**src/rtl/fcc_pkg.sv**
```systemverilog
// fcc_pkg: shared types, sizes and helpers for the fifo replaced chunk cache
// used by fcc_tags and the core top level; depends on nothing else
`default_nettype none

package fcc_pkg;

    localparam int ENTRIES     = 12;
    localparam int CHUNK_WORDS = 1024;
    localparam int ROW_LENGTH  = 32;
    localparam int TILE_BITS   = 16;

    localparam int SLOT_W   = $clog2(ENTRIES);
    localparam int FILL_W   = $clog2(CHUNK_WORDS + 1);
    localparam int OFFSET_W = $clog2(CHUNK_WORDS);
    localparam int LIN_W    = 5 + $clog2(ROW_LENGTH) + 1;
    localparam int DEPTH    = ENTRIES * CHUNK_WORDS;
    localparam int ADDR_W   = $clog2(DEPTH);

    typedef enum logic [1:0] {
        FUNC_ALLOC  = 2'd0,
        FUNC_APPEND = 2'd1,
        FUNC_LOOKUP = 2'd2,
        FUNC_NONE   = 2'd3
    } func_t;

    typedef struct packed {
        logic [1:0]  func;
        logic [15:0] chunk_number;
        logic [15:0] tile_word;
        logic [4:0]  col;
        logic [4:0]  row;
    } in_t;

    typedef struct packed {
        logic        hit;
        logic        complete;
        logic [15:0] tile_value;
    } out_t;

    // lookup answer from the tag array
    typedef struct packed {
        logic              hit;
        logic              complete;
        logic [SLOT_W-1:0] slot;
    } lkp_t;

    // append write request from the tag array
    typedef struct packed {
        logic                we;
        logic [SLOT_W-1:0]   slot;
        logic [OFFSET_W-1:0] offset;
    } app_t;

    function automatic logic [TILE_BITS-1:0] to_tile(input logic [15:0] w);
        logic [TILE_BITS+15:0] ext;
        ext = {{TILE_BITS{1'b0}}, w};
        return ext[TILE_BITS-1:0];
    endfunction

    function automatic logic [15:0] from_tile(input logic [TILE_BITS-1:0] t);
        logic [TILE_BITS+15:0] ext;
        ext = {16'd0, t};
        return ext[15:0];
    endfunction

    function automatic logic [ADDR_W-1:0] word_addr(
        input logic [SLOT_W-1:0]   slot,
        input logic [OFFSET_W-1:0] offset
    );
        return ADDR_W'(slot) * ADDR_W'(CHUNK_WORDS) + ADDR_W'(offset);
    endfunction

endpackage

`default_nettype wire

```
**src/rtl/fcc_tags.sv**
```systemverilog
// fcc_tags: tag, valid and complete bits per entry, fifo ring pointer and fill count
// depends on fcc_pkg
`default_nettype none

module fcc_tags (
    input  wire logic        aclk,
    input  wire logic        aresetn,
    input  wire logic        cmd_valid,
    input  wire fcc_pkg::in_t cmd,
    output      fcc_pkg::lkp_t lkp,
    output      fcc_pkg::app_t app
);

    logic [15:0]                  tag_reg [fcc_pkg::ENTRIES];
    logic [fcc_pkg::ENTRIES-1:0]  valid_reg, valid_next;
    logic [fcc_pkg::ENTRIES-1:0]  comp_reg, comp_next;
    logic [fcc_pkg::SLOT_W-1:0]   oldest_reg, oldest_next;
    logic [fcc_pkg::FILL_W-1:0]   fill_reg, fill_next;

    logic [fcc_pkg::SLOT_W-1:0]   newest;
    logic [fcc_pkg::ENTRIES-1:0]  match;
    logic                         found_hi, found_any;
    logic [fcc_pkg::SLOT_W-1:0]   slot_hi, slot_any;
    logic                         do_alloc, do_append;

    assign newest = (oldest_reg == '0) ? fcc_pkg::SLOT_W'(fcc_pkg::ENTRIES - 1)
                                       : oldest_reg - 1'b1;
    assign do_alloc  = cmd_valid && (cmd.func == fcc_pkg::FUNC_ALLOC);
    assign do_append = cmd_valid && (cmd.func == fcc_pkg::FUNC_APPEND) && valid_reg[newest];

    // oldest match wins: first match at or after the ring pointer, else first overall
    always_comb begin
        found_hi  = 1'b0;
        found_any = 1'b0;
        slot_hi   = '0;
        slot_any  = '0;
        for (int i = fcc_pkg::ENTRIES - 1; i >= 0; i--) begin
            match[i] = valid_reg[i] && (tag_reg[i] == cmd.chunk_number);
            if (match[i]) begin
                found_any = 1'b1;
                slot_any  = fcc_pkg::SLOT_W'(i);
                if (fcc_pkg::SLOT_W'(i) >= oldest_reg) begin
                    found_hi = 1'b1;
                    slot_hi  = fcc_pkg::SLOT_W'(i);
                end
            end
        end
        lkp.hit      = found_any;
        lkp.slot     = found_hi ? slot_hi : slot_any;
        lkp.complete = found_any && comp_reg[lkp.slot];
    end

    always_comb begin
        app.we     = do_append && (fill_reg < fcc_pkg::FILL_W'(fcc_pkg::CHUNK_WORDS));
        app.slot   = newest;
        app.offset = fill_reg[fcc_pkg::OFFSET_W-1:0];
    end

    always_comb begin
        valid_next  = valid_reg;
        comp_next   = comp_reg;
        oldest_next = oldest_reg;
        fill_next   = fill_reg;
        if (do_alloc) begin
            valid_next[oldest_reg] = 1'b1;
            comp_next[oldest_reg]  = 1'b0;
            fill_next              = '0;
            oldest_next = (oldest_reg == fcc_pkg::SLOT_W'(fcc_pkg::ENTRIES - 1))
                        ? '0 : oldest_reg + 1'b1;
        end else if (do_append) begin
            if (app.we) begin
                fill_next         = fill_reg + 1'b1;
                comp_next[newest] = (fill_next == fcc_pkg::FILL_W'(fcc_pkg::CHUNK_WORDS));
            end else begin
                // extra word past a full chunk
                comp_next[newest] = 1'b0;
            end
        end
    end

    always_ff @(posedge aclk) begin
        if (!aresetn) begin
            valid_reg  <= '0;
            comp_reg   <= '0;
            oldest_reg <= '0;
            fill_reg   <= '0;
        end else begin
            valid_reg  <= valid_next;
            comp_reg   <= comp_next;
            oldest_reg <= oldest_next;
            fill_reg   <= fill_next;
        end
    end

    always_ff @(posedge aclk) begin
        if (do_alloc) begin
            tag_reg[oldest_reg] <= cmd.chunk_number;
        end
    end

endmodule

`default_nettype wire

```
**config.mk**
```make
export PLATFORM = sky130hd
export DESIGN_NAME = fcc_tags
export DESIGN_NICKNAME = d
export VERILOG_FILES = /design/src/rtl/fcc_pkg.sv /design/src/rtl/fcc_tags.sv
export SDC_FILE = /design/constraint.sdc
export NUM_CORES = 1
export LEC_CHECK = 0
export BUFFER_PORTS_ARGS = -buffer_cell sky130_fd_sc_hd__buf_2
export CAP_MARGIN = 20
export CORE_AREA = 2 2 151 153
export CTS_CLUSTER_SIZE = 24
export DETAILED_ROUTE_END_ITERATION = 16
export DIE_AREA = 0 0 153 155
export PLACE_DENSITY = 0.71
export REMOVE_ABC_BUFFERS = 1
export SYNTH_ARGS = -nofsm -noshare
export SYNTH_HDL_FRONTEND = slang
export SYNTH_SLANG_ARGS = --single-unit
```
**constraint.sdc**
```tcl
create_clock -name aclk -period 4.7 [get_ports aclk]
set_input_delay 0.94 -clock aclk [delete_from_list [all_inputs] [get_ports aclk]]
set_output_delay 0.94 -clock aclk [all_outputs]
set_load 0.02 [all_outputs]
```
==> metrics.cfg <==
[global_route]
grt-ovfl-total=0
grtUsageTotal=0.218
antenna_found_initial=0
grt_pass1_wl_mm=40.3
grt_pass1_vias=7092
grt_max_degree=28

[clock_tree]
clk_pin_slew_worst_paths_ns=0.06
cts_tree=built
h-tree-depth=1
clk_latency_ns=0.53
cts_buffers=25
ctsHoldBuffers=0
cts_root_buf=clkbuf_16
cts_sinks=231
max-clock-path-buffers=3

[synthesis]
synth_top_cell_area_share=0.530
ys_types=75
synth-seq-area-share=0.601
synth_seq_cells=231
synth_edf_count=192
syn_area_per_cell_um2=13.2
synth-main-ff-cell=edfxtp_1
ys_async_sr_fraction=0
synth_top_area_cell=edfxtp_1
syn_inst=825
yosysWarnings=0
synth.area.top_cells=edfxtp_1 53%, xor2_1 9.5%, dfxtp_1 7.2%, xnor2_1 6.8%, nand4_1 1.7%
synth.cell_area_mm2=0.0109

[die]
start_util=0.490
die-area_mm2=0.0237
io_pins=68
coreArea_mm2=0.0222
fp.dieH_um=155
die_x_um=153
rows=55

[critical_path]
slowest_stage=or4_4
crit_top_cell=buf_4
critPathArrivalTime_ns=3.86
r2r_slack_ns=0.80
rr_startpoint=oldest_reg[0]
worstPathRequired_ns=3.76
end_kind=output pin
path_cells=buf_4 > buf_4 > xor2_1 > nor3_1 > nand4_1 > or4_4 > a21o_1 > o211a_4 > o211a_1 > a32oi_4 > nand3b_1 > o311ai_1 > buf_2
path_max_fanout=11
cp-start-kind=input port
reg2regPathDepth=14
startpoint=cmd[28]
crit_type=input port to output pin
cpPeakStageDelay_ns=0.58

[pwr]
fin_total_pwr_w=0.00459
p_leak_nw=4.77
peakVddDrop_uv=254
power_density_mw_per_mm2=345

[run_status]
status=finished with violations
violations=setup timing

[timing]
report.final.setup_viol=1
fmax_mhz=208
slew_viol_final=0
hold_viol=0
fin_crit_ns=4.80
fin_ws_ns=-0.0997
post-route-period-util=1.02
timing.slew.headroom=0.388
worst_pin_slew_ns=0.918
rsz0062_at_grt=yes
finClkSkew_ns=0.0147

[placement]
portBuffers=41
pre_cts_ws_ns=-0.358
placed_area_mm2=0.0121
place.gp.congestion=0.942
place_hpwl_mm=16.8

[detailed_routing]
routed-via-count=7059
drtAntennaViolNets=0
drc_errors=0
drtIter0Drc=482
wirelength_mm=25.6
drtPass1Iterations=5
routed_via_density=5.49
wl_per_cell_um=19.9

[finish]
nets=1037
final_area_mm2=0.0133
synthToLayoutAreaGrowth_pct=22.4
drive_gt1_frac=0.266
largest_reg_flops=192
antenna_cells=0
nFillCells=1761

[worst_hold_path]
hp-start=comp_reg[1]
whs_path_depth=2
hold_path.class=flop to flop

[job]
maxCapViolations=0

layout by cell type (no fill, tap or decap), types with 23 or more instances in the layout:
cell type	n
nand4_1	29
xnor2_1	84
nand2_1	33
buf_4	134
nand3_1	23
clkbuf_16	25
edfxtp_1	192
dfxtp_1	39
xor2_1	117
buf_2	25
nor2_1	36
metal layers:
metal  vias up  GRT usage  part of all wire
li1       3340          -                 -
met1      3452      0.305              0.44
met2       222      0.359              0.47
met3        45     0.0281             0.051
met4         0     0.0701             0.034
met5         -          0                 0
Yosys cell counts, drive strengths merged, types with 2 or more instances:
library cell	number
edfxtp	192
xor2	119
xnor2	84
nor2	41
dfxtp	39
buf	34
nand2	33
nor4	31
nand4	29
nand3	23
inv	17
a21oi	15
nor3	15
o21ai	15
o21a	13
and3	12
nor2b	10
clkbuf	9
ha	9
a21boi	6
mux2i	6
a22oi	5
a32oi	5
o211ai	5
a211oi	4
a21o	4
nand3b	4
nor3b	4
mux4	3
nand2b	3
o211a	3
o2bb2ai	3
a311oi	2
a31oi	2
mux2	2
o22a	2
o22ai	2
o311ai	2
or2	2
or4	2
kinds of logic after synthesis:
group	count (synthesis)	synth area share
buffers and inverters	60	0.0346
XOR/XNOR	203	0.164
multiplexers	11	0.0141
AND/OR/NAND/NOR	216	0.110
flip-flops	231	0.601
adder cells (fa/ha/maj)	9	0.0103
AO/OA/AOI/OAI	95	0.0657
worst max-delay path, delay by kind of cell:
kind / cells / cell delay, ns
compound gates: 5 / 1.09
xor+xnor: 1 / 0.16
buf+inv: 3 / 0.57
simple gates: 4 / 1.08
area by class of cell:
cell class                      count  area (um2)  share of cell area
Clock inverter                     14         185              0.0139
Clock buffer                       32         702              0.0527
Multi-Input combinational cell    534        4130               0.310
Timing Repair Buffer              172        1330               0.100
Sequential cell                   231        6550               0.491
Inverter                           17        63.8             0.00479
Tap cell                          285         357              0.0268
worst paths after layout:
check,to
worst max-delay path,lkp[4]
worst min-delay path,comp_reg[1]
worst max register to register,comp_reg[3]
worst min register to register,comp_reg[1]
what timing repair did:
action	CTS	global route
endpoints found under the setup margin	3	2
resized for setup	51	8
pin swaps	24	6
buffers inserted	9	1
hold endpoints to repair	0	0
gates cloned	1	0
report_power, final:
| group | switching, W | total (W) | leakage (nW) | internal (W) |
|---|---|---|---|---|
| sequential | 0.00000412 | 0.00223 | 2.04 | 0.00222 |
| clock | 0.000808 | 0.00209 | 0.432 | 0.00128 |
| combinational | 0.000156 | 0.000278 | 2.30 | 0.000123 |
per-stage QoR:
stage	std cells	hold slack (ns)	util	setup TNS, ns
global placement	1228	0.469	0.544	-0.330
floorplan	782	0.450	-	0
detailed placement	1228	0.480	0.544	-0.364
CTS	1284	0.500	0.597	-0.0599
finish	1285	0.495	0.599	-0.0997
global route	1285	0.522	0.599	-0.287
(Power assumes the default switching activity.)
